<file path="src/rtl/trpc_pkg.sv">
// Shared types, constants and the arctangent table for the pursuit controller.
// No dependencies; imported by every module of the block.
package trpc_pkg;

  localparam int CORDIC_STEPS_DEF  = 16;
  localparam int POS_FRAC_BITS_DEF = 16;
  localparam int ATAN_ROWS         = 24;
  localparam int CORDIC_W          = 36;  // CORDIC x/y datapath width
  localparam int MUL_A_W           = 64;  // serial multiplier multiplicand width
  localparam int MUL_B_W           = 36;  // serial multiplier multiplier width

  localparam logic [29:0] CORDIC_GAIN_Q30 = 30'd652032874;
  localparam logic [21:0] PI_Q20          = 22'd3294199;

  // Register indexes of the configuration port
  localparam logic [2:0] REG_START_A = 3'd0;
  localparam logic [2:0] REG_START_B = 3'd1;
  localparam logic [2:0] REG_DIST_GN = 3'd2;
  localparam logic [2:0] REG_TURN_GN = 3'd3;
  localparam logic [2:0] REG_STOP    = 3'd4;

  typedef enum logic [3:0] {
    ST_IDLE, ST_PREP, ST_ROT, ST_POSE, ST_WRPOSE, ST_VECGO, ST_VEC,
    ST_MAG, ST_CMP, ST_LIN, ST_T1, ST_T2, ST_DONE
  } trpc_state_t;

  typedef struct packed {
    logic start;
    logic vec_mode;
  } cordic_ctrl_t;

  function automatic logic [31:0] atan_row(input logic [4:0] idx);
    logic [31:0] v;
    case (idx)
      5'd0:  v = 32'h20000000;
      5'd1:  v = 32'h12E4051E;
      5'd2:  v = 32'h09FB385B;
      5'd3:  v = 32'h051111D4;
      5'd4:  v = 32'h028B0D43;
      5'd5:  v = 32'h0145D7E1;
      5'd6:  v = 32'h00A2F61E;
      5'd7:  v = 32'h00517C55;
      5'd8:  v = 32'h0028BE53;
      5'd9:  v = 32'h00145F2F;
      5'd10: v = 32'h000A2F98;
      5'd11: v = 32'h000517CC;
      5'd12: v = 32'h00028BE6;
      5'd13: v = 32'h000145F3;
      5'd14: v = 32'h0000A2FA;
      5'd15: v = 32'h0000517D;
      5'd16: v = 32'h000028BE;
      5'd17: v = 32'h0000145F;
      5'd18: v = 32'h00000A30;
      5'd19: v = 32'h00000518;
      5'd20: v = 32'h0000028C;
      5'd21: v = 32'h00000146;
      5'd22: v = 32'h000000A3;
      5'd23: v = 32'h00000051;
      default: v = 32'h0;
    endcase
    return v;
  endfunction

endpackage

</file>
<file path="src/rtl/two_robot_pursuit_controller_top.sv">
// Pursuit controller top: pose update and steering for two robots.
// One item at a time: the input stalls while an item is in work, and the next
// transaction can be taken in the cycle after the result is loaded.
// Processing time is set by the bit-serial multiplier, shared by the eight products,
// and by the iterative CORDIC, used once for sin/cos and once for atan2/length.
// A result may wait in the output register while the next item is accepted.
// Synchronous reset clears poses, first-sample flags, registers and control.
module two_robot_pursuit_controller_top #(
  parameter int CORDIC_STEPS  = trpc_pkg::CORDIC_STEPS_DEF,
  parameter int POS_FRAC_BITS = trpc_pkg::POS_FRAC_BITS_DEF
) (
  input  logic               clk,
  input  logic               rst,
  input  logic               cfg_we,
  input  logic [2:0]         cfg_index,
  input  logic [47:0]        cfg_data,
  input  logic               in_valid,
  output logic               in_stall,
  input  logic               action,
  input  logic signed [31:0] odom_x,
  input  logic signed [31:0] odom_y,
  input  logic signed [15:0] odom_heading,
  output logic               out_valid,
  input  logic               out_stall,
  output logic               robot_id,
  output logic [15:0]        linear_cmd,
  output logic signed [16:0] angular_cmd,
  output logic               moving
);
  import trpc_pkg::*;

  trpc_state_t state, state_next;

  // Configuration
  logic [47:0] start_pose_a, start_pose_b;
  logic [15:0] distance_gain, turn_gain;
  logic [30:0] stop_distance;

  // Per-robot state
  logic               seen_flag [2];
  logic signed [31:0] ref_x [2], ref_y [2];
  logic [15:0]        ref_heading [2];
  logic signed [31:0] pose_x [2], pose_y [2];
  logic [15:0]        pose_heading [2];

  // Item working registers
  logic               r_q;
  logic signed [31:0] ox_q, oy_q;
  logic [15:0]        oh_q;
  logic signed [32:0] dx, dy;
  logic signed [37:0] sx, sy, acc_x, acc_y;
  logic [15:0]        sh;
  logic               rot_neg;
  logic signed [33:0] cos_q, sin_q;
  logic [1:0]         k;
  logic [33:0]        mag;
  logic [31:0]        tang;
  logic signed [23:0] e24;
  logic signed [39:0] t1;
  logic [15:0]        lin_q;
  logic signed [16:0] ang_q;
  logic               moving_q;
  logic               mul_pend;

  // Unit connections
  cordic_ctrl_t               cctrl;
  logic signed [CORDIC_W-1:0] c_x0, c_y0, c_x, c_y;
  logic [31:0]                c_z0, c_z;
  logic                       c_done;
  logic                       mul_start, mul_done;
  logic signed [MUL_A_W-1:0]  mul_a, mul_p;
  logic signed [MUL_B_W-1:0]  mul_b;

  logic        in_take, out_take, go_move;
  logic [47:0] sp;
  logic signed [31:0] zf;
  logic [15:0] rot16;
  logic signed [32:0] tx, ty;
  logic signed [MUL_A_W-1:0] rnd, ang_sum, ang_full;
  logic [MUL_A_W-1:0]        lin_sum, lin_full, mag_sum;
  logic [31:0]               err;

  assign in_take  = in_valid && !in_stall;
  assign out_take = out_valid && !out_stall;
  assign go_move  = {1'b0, mag} > {4'd0, stop_distance};

  trpc_cordic #(.CORDIC_STEPS(CORDIC_STEPS)) u_cordic (
    .clk(clk), .rst(rst), .ctrl(cctrl), .x0(c_x0), .y0(c_y0), .z0(c_z0),
    .done(c_done), .x(c_x), .y(c_y), .z(c_z)
  );

  trpc_serial_mul u_mul (
    .clk(clk), .rst(rst), .start(mul_start), .a(mul_a), .b(mul_b),
    .done(mul_done), .p(mul_p)
  );

  // Derived values used by the datapath
  always_comb begin
    sp    = r_q ? start_pose_b : start_pose_a;
    rot16 = ref_heading[r_q] + sp[15:0];
    zf    = $signed({rot16, 16'h0});
    if (zf > 32'sh4000_0000) begin
      zf = zf - 32'sh8000_0000;
    end else if (zf < -32'sh4000_0000) begin
      zf = zf + 32'sh8000_0000;
    end
    tx       = 33'(pose_x[~r_q]) - 33'(pose_x[r_q]);
    ty       = 33'(pose_y[~r_q]) - 33'(pose_y[r_q]);
    rnd      = (mul_p + (64'sd1 <<< 29)) >>> 30;
    mag_sum  = 64'(mul_p) + (64'd1 << 29);
    lin_sum  = 64'(mul_p) + (64'd1 << (POS_FRAC_BITS - 8));
    lin_full = lin_sum >> (POS_FRAC_BITS - 7);
    ang_sum  = mul_p + (64'sd1 <<< 35);
    ang_full = ang_sum >>> 36;
    err      = tang - {pose_heading[r_q], 16'h0};
  end

  // Next state
  always_comb begin
    state_next = state;
    case (state)
      ST_IDLE:   if (in_valid) state_next = ST_PREP;
      ST_PREP:   state_next = ST_ROT;
      ST_ROT:    if (c_done) state_next = ST_POSE;
      ST_POSE:   if (mul_done && k == 2'd3) state_next = ST_WRPOSE;
      ST_WRPOSE: state_next = ST_VECGO;
      ST_VECGO:  state_next = ST_VEC;
      ST_VEC:    if (c_done) state_next = ST_MAG;
      ST_MAG:    if (mul_done) state_next = ST_CMP;
      ST_CMP:    state_next = go_move ? ST_LIN : ST_DONE;
      ST_LIN:    if (mul_done) state_next = ST_T1;
      ST_T1:     if (mul_done) state_next = ST_T2;
      ST_T2:     if (mul_done) state_next = ST_DONE;
      ST_DONE:   if (!out_valid || !out_stall) state_next = ST_IDLE;
      default:   state_next = ST_IDLE;
    endcase
  end

  // Outputs to the units and the input channel
  always_comb begin
    in_stall       = (state != ST_IDLE);
    cctrl.start    = (state == ST_PREP) || (state == ST_VECGO);
    cctrl.vec_mode = (state == ST_VECGO);
    c_x0 = CORDIC_W'($signed({1'b0, CORDIC_GAIN_Q30}));
    c_y0 = '0;
    c_z0 = zf;
    if (state == ST_VECGO) begin
      if (tx < 0) begin
        c_x0 = -CORDIC_W'(tx);
        c_y0 = -CORDIC_W'(ty);
        c_z0 = 32'h8000_0000;
      end else begin
        c_x0 = CORDIC_W'(tx);
        c_y0 = CORDIC_W'(ty);
        c_z0 = 32'h0;
      end
    end
    mul_start = mul_pend;
    mul_a = '0;
    mul_b = '0;
    case (state)
      ST_POSE: begin
        mul_a = k[1] ? MUL_A_W'(dx) : MUL_A_W'(dx);
        if (k == 2'd1 || k == 2'd3) mul_a = MUL_A_W'(dy);
        mul_b = (k == 2'd0 || k == 2'd3) ? MUL_B_W'(cos_q) : MUL_B_W'(sin_q);
      end
      ST_MAG: begin
        mul_a = MUL_A_W'(c_x[CORDIC_W-1] ? '0 : c_x);
        mul_b = MUL_B_W'($signed({1'b0, CORDIC_GAIN_Q30}));
      end
      ST_LIN: begin
        mul_a = MUL_A_W'($signed({1'b0, mag}));
        mul_b = MUL_B_W'($signed({1'b0, distance_gain}));
      end
      ST_T1: begin
        mul_a = MUL_A_W'(e24);
        mul_b = MUL_B_W'($signed({1'b0, turn_gain}));
      end
      ST_T2: begin
        mul_a = MUL_A_W'(t1);
        mul_b = MUL_B_W'($signed({1'b0, PI_Q20}));
      end
      default: begin
        mul_a = '0;
        mul_b = '0;
      end
    endcase
  end

  // Control, configuration and per-robot state
  always_ff @(posedge clk) begin
    if (rst) begin
      state         <= ST_IDLE;
      out_valid     <= 1'b0;
      mul_pend      <= 1'b0;
      k             <= '0;
      start_pose_a  <= '0;
      start_pose_b  <= '0;
      distance_gain <= 16'd256;
      turn_gain     <= 16'd256;
      stop_distance <= 31'd6554;
      for (int i = 0; i < 2; i++) begin
        seen_flag[i]    <= 1'b0;
        pose_x[i]       <= '0;
        pose_y[i]       <= '0;
        pose_heading[i] <= '0;
      end
    end else begin
      state    <= state_next;
      mul_pend <= 1'b0;
      if (out_take) out_valid <= 1'b0;

      // Register writes
      if (cfg_we) begin
        case (cfg_index)
          REG_START_A: start_pose_a  <= cfg_data;
          REG_START_B: start_pose_b  <= cfg_data;
          REG_DIST_GN: distance_gain <= cfg_data[15:0];
          REG_TURN_GN: turn_gain     <= cfg_data[15:0];
          REG_STOP:    stop_distance <= cfg_data[30:0];
          default: ;
        endcase
      end

      // Latch the transaction; first sample of a robot sets its reference
      if (in_take) begin
        r_q  <= action;
        ox_q <= odom_x;
        oy_q <= odom_y;
        oh_q <= odom_heading;
        if (!seen_flag[action]) begin
          seen_flag[action]   <= 1'b1;
          ref_x[action]       <= odom_x;
          ref_y[action]       <= odom_y;
          ref_heading[action] <= odom_heading;
        end
      end

      case (state)
        ST_PREP: begin
          dx      <= 33'(ox_q) - 33'(ref_x[r_q]);
          dy      <= 33'(oy_q) - 33'(ref_y[r_q]);
          sx      <= 38'($signed(sp[47:32])) <<< (POS_FRAC_BITS - 8);
          sy      <= 38'($signed(sp[31:16])) <<< (POS_FRAC_BITS - 8);
          sh      <= sp[15:0];
          rot_neg <= ($signed({rot16, 16'h0}) > 32'sh4000_0000) ||
                     ($signed({rot16, 16'h0}) < -32'sh4000_0000);
        end
        ST_ROT: if (c_done) begin
          cos_q    <= rot_neg ? -34'(c_x) : 34'(c_x);
          sin_q    <= rot_neg ? -34'(c_y) : 34'(c_y);
          acc_x    <= sx;
          acc_y    <= sy;
          k        <= '0;
          mul_pend <= 1'b1;
        end
        // Accumulate the four rounded rotation products
        ST_POSE: if (mul_done) begin
          case (k)
            2'd0, 2'd1: acc_x <= acc_x + 38'(rnd);
            2'd2:       acc_y <= acc_y - 38'(rnd);
            default:    acc_y <= acc_y + 38'(rnd);
          endcase
          if (k != 2'd3) begin
            k        <= k + 1'b1;
            mul_pend <= 1'b1;
          end
        end
        // Saturate and store the new pose
        ST_WRPOSE: begin
          if (acc_x > 38'sd2147483647)       pose_x[r_q] <= 32'sh7FFF_FFFF;
          else if (acc_x < -38'sd2147483648) pose_x[r_q] <= 32'sh8000_0000;
          else                               pose_x[r_q] <= 32'(acc_x);
          if (acc_y > 38'sd2147483647)       pose_y[r_q] <= 32'sh7FFF_FFFF;
          else if (acc_y < -38'sd2147483648) pose_y[r_q] <= 32'sh8000_0000;
          else                               pose_y[r_q] <= 32'(acc_y);
          pose_heading[r_q] <= sh + oh_q - ref_heading[r_q];
        end
        ST_VEC: if (c_done) begin
          tang     <= c_z;
          mul_pend <= 1'b1;
        end
        ST_MAG: if (mul_done) mag <= mag_sum[63:30];
        ST_CMP: begin
          moving_q <= go_move;
          lin_q    <= '0;
          ang_q    <= '0;
          e24      <= $signed(err[31:8]);
          mul_pend <= go_move;
        end
        ST_LIN: if (mul_done) begin
          lin_q    <= (lin_full > 64'd32768) ? 16'd32768 : lin_full[15:0];
          mul_pend <= 1'b1;
        end
        ST_T1: if (mul_done) begin
          t1       <= 40'(mul_p);
          mul_pend <= 1'b1;
        end
        // Clip the turn command to plus or minus one
        ST_T2: if (mul_done) begin
          if (ang_full > 64'sd32768)       ang_q <= 17'sh08000;
          else if (ang_full < -64'sd32768) ang_q <= 17'sh18000;
          else                             ang_q <= 17'(ang_full);
        end
        // Hand the result to the output register once it is free
        ST_DONE: if (!out_valid || !out_stall) begin
          out_valid   <= 1'b1;
          robot_id    <= r_q;
          linear_cmd  <= lin_q;
          angular_cmd <= ang_q;
          moving      <= moving_q;
        end
        default: ;
      endcase
    end
  end

  a_accept_busy: assert property (@(posedge clk) disable iff (rst)
    in_take |=> state == ST_PREP)
    else $error("accepted transaction did not start work");

  a_mul_state: assert property (@(posedge clk) disable iff (rst)
    mul_done |-> (state == ST_POSE || state == ST_MAG || state == ST_LIN ||
                  state == ST_T1 || state == ST_T2))
    else $error("multiplier finished outside a product state");

  a_cordic_state: assert property (@(posedge clk) disable iff (rst)
    c_done |-> (state == ST_ROT || state == ST_VEC))
    else $error("CORDIC finished outside a CORDIC state");

  a_stopped_zero: assert property (@(posedge clk) disable iff (rst)
    (out_valid && !moving) |-> (linear_cmd == 16'd0 && angular_cmd == 17'sd0))
    else $error("non-zero command while stopped");

  a_lin_cap: assert property (@(posedge clk) disable iff (rst)
    out_valid |-> linear_cmd <= 16'd32768)
    else $error("linear command above cap");

endmodule

</file>
<file path="src/rtl/trpc_serial_mul.sv">
// Bit-serial signed multiplier: one multiplier bit per cycle, shift-and-add.
// Depends on trpc_pkg for operand widths.
module trpc_serial_mul (
  input  logic                              clk,
  input  logic                              rst,
  input  logic                              start,
  input  logic signed [trpc_pkg::MUL_A_W-1:0] a,
  input  logic signed [trpc_pkg::MUL_B_W-1:0] b,
  output logic                              done,
  output logic signed [trpc_pkg::MUL_A_W-1:0] p
);
  import trpc_pkg::*;

  localparam int CNT_W = $clog2(MUL_B_W);
  localparam logic [CNT_W-1:0] LAST = CNT_W'(MUL_B_W - 1);

  logic signed [MUL_A_W-1:0] acc;
  logic signed [MUL_A_W-1:0] a_sh;
  logic        [MUL_B_W-1:0] b_sh;
  logic        [CNT_W-1:0]   cnt;
  logic                      busy;

  // Shift the multiplier out one bit a cycle; the sign bit weighs negative
  always_ff @(posedge clk) begin
    if (rst) begin
      busy <= 1'b0;
      done <= 1'b0;
    end else begin
      done <= 1'b0;
      if (start) begin
        busy <= 1'b1;
        acc  <= '0;
        a_sh <= a;
        b_sh <= b;
        cnt  <= '0;
      end else if (busy) begin
        if (b_sh[0]) begin
          acc <= (cnt == LAST) ? acc - a_sh : acc + a_sh;
        end
        a_sh <= a_sh <<< 1;
        b_sh <= b_sh >> 1;
        cnt  <= cnt + 1'b1;
        if (cnt == LAST) begin
          busy <= 1'b0;
          done <= 1'b1;
        end
      end
    end
  end

  assign p = acc;

endmodule

</file>
<file path="src/rtl/trpc_cordic.sv">
// Iterative CORDIC, one micro-rotation per cycle, rotation or vectoring mode.
// Depends on trpc_pkg for the arctangent table and control struct.
module trpc_cordic #(
  parameter int CORDIC_STEPS = trpc_pkg::CORDIC_STEPS_DEF
) (
  input  logic                                 clk,
  input  logic                                 rst,
  input  trpc_pkg::cordic_ctrl_t               ctrl,
  input  logic signed [trpc_pkg::CORDIC_W-1:0] x0,
  input  logic signed [trpc_pkg::CORDIC_W-1:0] y0,
  input  logic        [31:0]                   z0,
  output logic                                 done,
  output logic signed [trpc_pkg::CORDIC_W-1:0] x,
  output logic signed [trpc_pkg::CORDIC_W-1:0] y,
  output logic        [31:0]                   z
);
  import trpc_pkg::*;

  localparam int CW = (CORDIC_STEPS > 1) ? $clog2(CORDIC_STEPS) : 1;
  localparam logic [CW-1:0] LAST = CW'(CORDIC_STEPS - 1);

  logic          busy;
  logic          vec_mode;
  logic [CW-1:0] cnt;
  logic signed [CORDIC_W-1:0] xs, ys;
  logic [31:0]   at;
  logic          up;

  // Shifted terms and direction of this micro-rotation
  always_comb begin
    xs = x >>> cnt;
    ys = y >>> cnt;
    at = atan_row(5'(cnt));
    up = vec_mode ? y[CORDIC_W-1] : ~z[31];
  end

  // Load, then iterate the steps
  always_ff @(posedge clk) begin
    if (rst) begin
      busy <= 1'b0;
      done <= 1'b0;
    end else begin
      done <= 1'b0;
      if (ctrl.start) begin
        busy     <= 1'b1;
        vec_mode <= ctrl.vec_mode;
        cnt      <= '0;
        x        <= x0;
        y        <= y0;
        z        <= z0;
      end else if (busy) begin
        if (up) begin
          x <= x - ys;
          y <= y + xs;
          z <= z - at;
        end else begin
          x <= x + ys;
          y <= y - xs;
          z <= z + at;
        end
        cnt <= cnt + 1'b1;
        if (cnt == LAST) begin
          busy <= 1'b0;
          done <= 1'b1;
        end
      end
    end
  end

endmodule

</file>
<file path="config.mk">
export PLATFORM = sky130hd
export DESIGN_NAME = two_robot_pursuit_controller_top
export DESIGN_NICKNAME = d
export VERILOG_FILES = /design/src/rtl/trpc_pkg.sv /design/src/rtl/two_robot_pursuit_controller_top.sv /design/src/rtl/trpc_serial_mul.sv /design/src/rtl/trpc_cordic.sv
export SDC_FILE = /design/constraint.sdc
export NUM_CORES = 2
export LEC_CHECK = 0
export BUFFER_PORTS_ARGS = -buffer_cell sky130_fd_sc_hd__buf_2
export CAP_MARGIN = 25
export CORE_MARGIN = 4
export CORE_UTILIZATION = 60
export DETAILED_ROUTE_END_ITERATION = 6
export GPL_ROUTABILITY_DRIVEN = 0
export PLACE_DENSITY_LB_ADDON = 0.08
export SLEW_MARGIN = 20
export SYNTH_ARGS = -nofsm -noshare
export SYNTH_HDL_FRONTEND = slang
export SYNTH_SLANG_ARGS = --single-unit
export TNS_END_PERCENT = 50
</file>
<file path="constraint.sdc">
create_clock -name clk -period 13.44 [get_ports clk]
set_input_delay 2.016 -clock clk [delete_from_list [all_inputs] [get_ports clk]]
set_output_delay 2.016 -clock clk [all_outputs]
set_load 0.05 [all_outputs]
</file>
# Word-level counts from Yosys, hierarchy flattened
# Memory sizes are Yosys's and may differ from the RTL's. A register that Yosys moved wholly into a read port is not among the register bits.
# Cells that the tools add are included.
# Widths: inputs -> output; s select.
# op_classes
order_cmp	11
bitwise	9
addsub	32
muxes	142
shifts	2
n_reduce_logical	53
n_eq_ne	35
# ops
cell	count
$mux 36	13
$mux 32	13
$mux 64	6
$pmux 64 s5	1
$pmux 38 s2	3
$mux 38	5
$pmux 36 s5	1
$sub 32x32->33	4
$add 38x34->38	2
$gt 38x32->1 const B	2
$lt 38x32->1 const B	2
$add 36x36->36	2
$neg 33->36	2
$sshr 36x4->36	2
$sub 36x36->36	2
$mux 1	68
$mux 34	2
$neg 34->34	2
$add 64x30->64 const B	1
$add 64x31->64 const B	1
$add 64x37->64 const B	1
$add 64x64->64	1
$add 64x9->64 const B	1
$reduce_or 32->1	2
other kinds (62)	145
# totals
wordCells	339
n_memories	8
rom_bits	480
in_bits	137
reg_bits	989
mem_bits_rw	322
# memory_table
memory	words	word_bits	read_ports	rd_ports_with_merged_regs	write_ports	line	source
(name not given)	16	30	1	1	0	trpc_pkg.sv:34	case (idx)
pose_x	2	32	2	1	2	two_robot_pursuit_controller_top.sv:43	logic signed [31:0] pose_x [2], pose_y [2];
pose_y	2	32	2	1	2	two_robot_pursuit_controller_top.sv:43	
ref_x	2	32	1	1	1	two_robot_pursuit_controller_top.sv:41	logic signed [31:0] ref_x [2], ref_y [2];
ref_y	2	32	1	1	1	two_robot_pursuit_controller_top.sv:41	
pose_heading	2	16	1	1	2	two_robot_pursuit_controller_top.sv:44	logic [15:0] pose_heading [2];
2 more memories	n/a	n/a	n/a	n/a	n/a	n/a	

# Logic depth before layout (Yosys ltp)
# depth
ltp_word	10
mapped_depth	29
ltp_nobuf	23

# By module
# From an unflattened synthesis, not the netlist that was laid out.
# unflattened
cells_unflattened	9004
hier_area_um2	87798.0
# modules_own_cells
mod	area_per_inst_um2	seq_area_each_um2	cells_each	n_inst
two_robot_pursuit_controller_top	59034.1	28957.8	5803	1
trpc_cordic	16794.9	3913.8	2031	1
trpc_serial_mul	11969.0	5144.9	1170	1

# Least setup slack after synthesis
# OpenSTA, ideal clock, no wires.
# synth_path
path_type	input to register
from	input port rst
to	register dx[0], enable pin
setup_ns	0.729
stages	3
required_ns	12.711
arrival_time_ns	10.278
slack_ns	2.433
path_cell_list	clkbuf_1 clkbuf_1 nor3_1
# synth_between
elab_chain_len	2
# synth_lines
item	line	source
start: declaration	two_robot_pursuit_controller_top.sv:13	input logic rst,
$not 1->1 (no source line)	n/a	
$reduce_and 2->1 (no source line)	n/a	
end signal: assignment	two_robot_pursuit_controller_top.sv:241	dx <= 33'(ox_q) - 33'(ref_x[r_q]);
end: declaration	two_robot_pursuit_controller_top.sv:50	logic signed [32:0] dx, dy;
# Every way passes these cells.
# A chain may end at the register's enable or synchronous reset.

# Worst setup path in the final report
# layout_path
from	register u_cordic.cnt[0]
to	register u_cordic.y[35] (netlist bit) (data pin)
# layout_between
elab_chain_len	5
# layout_lines
item	line	source
start: declaration	trpc_cordic.sv:24	logic [CW-1:0] cnt;
start signal: assignment	trpc_cordic.sv:61	cnt <= cnt + 1'b1;
$sshr 36x4->36 *	trpc_cordic.sv:31	xs = x >>> cnt;
$sub 36x36->36 / $add 36x36->36 (equally long branches)	trpc_cordic.sv:58, trpc_cordic.sv:54	
$mux 36 *	trpc_cordic.sv:52	if (up) begin
$mux 36 *	trpc_cordic.sv:51	end else if (busy) begin
$mux 36 *	trpc_cordic.sv:44	if (ctrl.start) begin
end signal: assignment	trpc_cordic.sv:49	y <= y0;
end signal: assignment	trpc_cordic.sv:54	y <= y + xs;
end signal: assignment	trpc_cordic.sv:58	y <= y - xs;
end: declaration	trpc_cordic.sv:14	output logic signed [trpc_pkg::CORDIC_W-1:0] y,
# Mark *: on every way between the ends. The rest lies on a longest branch, timed or not. The select of a mux whose other input is x is not followed.

==> reports/metrics.yaml <==
final_layout:
  area_growth_pct: 8.65
  stdcell_count: 10600
  finalInstanceArea_mm2: 0.0938
  nets: 9258
  num-fill-cells: 11400
  drive_above_1_share: 0.0999
  post-route-util: 0.659
clocking:
  clk_pin_slew_worst_paths_ps: 60
  cts_buffers: 147
  h-tree-depth: 4
  root_buffer: "clkbuf_16"
  insertion_delay_ps: 810
  cts_tree: "built"
  postCtsHoldBufs: 0
  cts.sink_count: 1334
  clock_path_buffers: 3
  cts_repair_resize_count: 0
  post_cts_buffers: 0
synth:
  synthTopCellsByArea: "edfxtp_1, ha_1, xnor2_1"
  syn_inst: 8658
  synth-edff-count: 1130
  syn-num-nets: 9290
  synth_commonest_cells: "edfxtp_1, nand2_1, a21oi_1"
  synth.distinct_cells: 98
  ys.flop_type: "edfxtp_1"
  yosys_warnings: 0
  synth_async_sr_flop_share: 0
  synth_area_mm2: 0.0863
  ys_seq_area_frac: 0.440
  synth-seq-cells: 1334
  synth_area_leader_cell: "edfxtp_1"
  yosysTopAreaCellShare: 0.393
  synthMostInstantiatedCell: "edfxtp_1"
  syn_avg_cell_area_um2: 9.97
critical_path:
  slowest_stage: "buf_4"
  r2r_cells: 21
  setup.worst_path.end: "u_cordic.y[35]$_DFFE_PP_"
  path_max_fanout: 50
  startpoint: "u_cordic.cnt[0]$_SDFFCE_PN0P_"
  timing.critical_path.from_type: "flop"
  cpPeakStageDelay_ps: 630
  crit_arrival_ps: 7510
  r2r_slack_ps: 6380
  path_cells: "buf_4, buf_4, mux4_2, mux2_2, mux2i_1, nand2_1, nor3b_1, and3_1, a21oi_1, xor2_1, ha_1, a2111oi_0, o21ai_0, a221o_1, a21o_1, a221o_1, nand4_1, nand4_1, a41oi_1, xnor2_1, o22ai_1"
  critical_path_class: "flop to flop"
  cp.required_ps: 13890
  crit_path_end_kind: "flop"
  r2r-start: "u_cordic.cnt[0]$_SDFFCE_PN0P_"
  r2r_end: "u_cordic.y[35]$_DFFE_PP_"
routing:
  num_vias: 69800
  drc_errors: 19
  drt_iter0_drc: 8207
  wl_per_cell_um: 24.6
  viasPerCell: 6.56
  dr.pass1.iters: 7
  wirelength_um: 261000
  ant_nets: 0
pwr:
  leakagePower_nw: 35.2
  ir_drop_v: 0.000165
  power_density_mw_per_mm2: 207
timing:
  finalSetupViolCount: 0
  fin_worst_skew_ps: 56.7
  period_share: 0.525
  tightestPinTransition_ps: 1180
  fmax_mhz: 142
  tns_ps: 0
  setup_slack_ps: 6380
  maxSlewViolCount: 0
  rsz0062_at_grt: "false"
  hold_violations: 0
  relSlewSlack: 0.208
  layout_min_cycle_time_ps: 7060
global_routing:
  globalRoute.totalOverflow: 0
  grt.total_usage: 0.336
  grt-busiest-layer: "met2"
  grt_max_degree: 116
  grt_pass1_vias: 66100
  grt_use_met2: 0.495
  grt_first_pass_wirelength_um: 393000
  met1_usage: 0.472
  antenna_found_initial: 10
  met3_usage: 0.0751
placed_design:
  place.detailed.hpwl_um: 193000
  dpl_cell_area_mm2: 0.0887
  post-place-ws_ps: 6520
  dp.cells: 10400
  portBuffers: 173
floorplanning:
  core-area_mm2: 0.142
  die_h_um: 387
  start_util: 0.607
  ios: 174
  die_x_um: 387
  rows: 138
  die_area_mm2: 0.150
outcome:
  violations: "design-rule violations"
  status: "finished with violations"
min_path:
  hold_class: "flop to flop"
flow_run:
  max_cap_viol_count: 0
where the power goes:
part | switching [W] | total, W | internal [W]
Sequential | 0.000729 | 0.00606 | 0.00533
Combinational | 0.00539 | 0.00928 | 0.00389
Clock | 0.00175 | 0.00409 | 0.00234
area by class of cell:
cell class / instances / area, um2 / share of cell area
clock inverter: 69 / 790 / 0.00842
clock buffer: 200 / 4130 / 0.0440
antenna: 5 / 12.5 / 0.000133
tap: 1890 / 2360 / 0.0252
inverter: 370 / 1390 / 0.0149
multi-input combinational: 6505 / 45400 / 0.484
timing repair buffer: 268 / 1670 / 0.0178
sequential: 1334 / 38000 / 0.405
how the worst min path moves through the flow:
stage / from / endpoint / slack (ps) / cells past startpoint
3_5_place_dp: ang_q[7]$_SDFFCE_PP0P_ / angular_cmd[7]$_DFFE_PP_ / 400 / 0
2_1_floorplan: ang_q[0]$_SDFFCE_PP0P_ / angular_cmd[0]$_DFFE_PP_ / 400 / 0
6_report: ang_q[16]$_SDFFCE_PN0P_ / angular_cmd[16]$_DFFE_PP_ / 420 / 0
4_1_cts: lin_q[4]$_SDFFCE_PN0P_ / linear_cmd[4]$_DFFE_PP_ / 420 / 0
5_1_grt: lin_q[6]$_SDFFCE_PN0P_ / linear_cmd[6]$_DFFE_PP_ / 420 / 0
3_3_place_gp: ang_q[3]$_SDFFCE_PP0P_ / angular_cmd[3]$_DFFE_PP_ / 400 / 0
cells in the final DEF, fill, tap and decap left out, drive strengths merged, types with 27 or more instances in the layout:
cell type,Yosys,layout
buf,71,268
a31oi,125,125
inv,368,374
o21ai,486,486
o211ai,50,50
dfxtp,204,204
mux2,204,204
o31ai,61,61
a21o,212,212
clkinv,2,51
xnor2,480,480
ha,468,468
o21a,66,66
and3,75,75
clkbuf,378,200
nand2b,74,74
nand2,926,926
or3,57,57
nor4,52,52
or2,29,29
and2,47,47
or4,33,33
nor2b,84,84
edfxtp,1130,1130
mux4,84,84
nor2,573,573
nand3,165,165
xor2,269,269
a211oi,51,51
fa,27,27
mux2i,237,237
a21oi,791,791
o22ai,82,82
o21bai,51,51
nand4,97,97
a221oi,51,51
nor3,153,153
per-layer routing:
layer	part of all wire	routed length, um
met2	0.42	111000
met1	0.40	106000
met5	0.00013	34
met4	0.056	14600
met3	0.11	29900
sequential cells by signal, summed over array words and instances, names as in the netlist, 33 cells and up, named ones only:
name and count:
ref_x 64, t1 40, u_cordic.x 36, ref_y 64, pose_y 64, acc_y 38, cos_q 34, start_pose_a 48
start_pose_b 48, u_mul.a_sh 64, u_mul.p 64, dy 33, dx 33, pose_x 64, acc_x 38, u_cordic.y 36
sin_q 34, mag 34, u_mul.b_sh 36
worst max-delay path, delay by kind of cell, from the launching register on:
family	cells	cell delay, ps
adder cells (fa/ha/maj)	1	230
AO/OA/AOI/OAI	8	1920
buffers and inverters	2	1200
flip-flops	1	460
AND/OR/NAND/NOR	5	1290
multiplexers	3	1300
XOR/XNOR	2	310
metrics by stage:
stage	hold slack (ps)	power, W
floorplan	400	0.0129
global placement	403	0.0149
detailed placement	405	0.0151
CTS	418	0.0193
global route	418	0.0205
finish	415	0.0194
logic make-up after synthesis:
family | share of synthesized area
mux | 0.0762
xor+xnor | 0.0760
flops | 0.440
buf+inv | 0.0365
simple gates | 0.132
compound gates | 0.164
fa+ha+maj | 0.0741
Power figures use the tool's default switching activity.
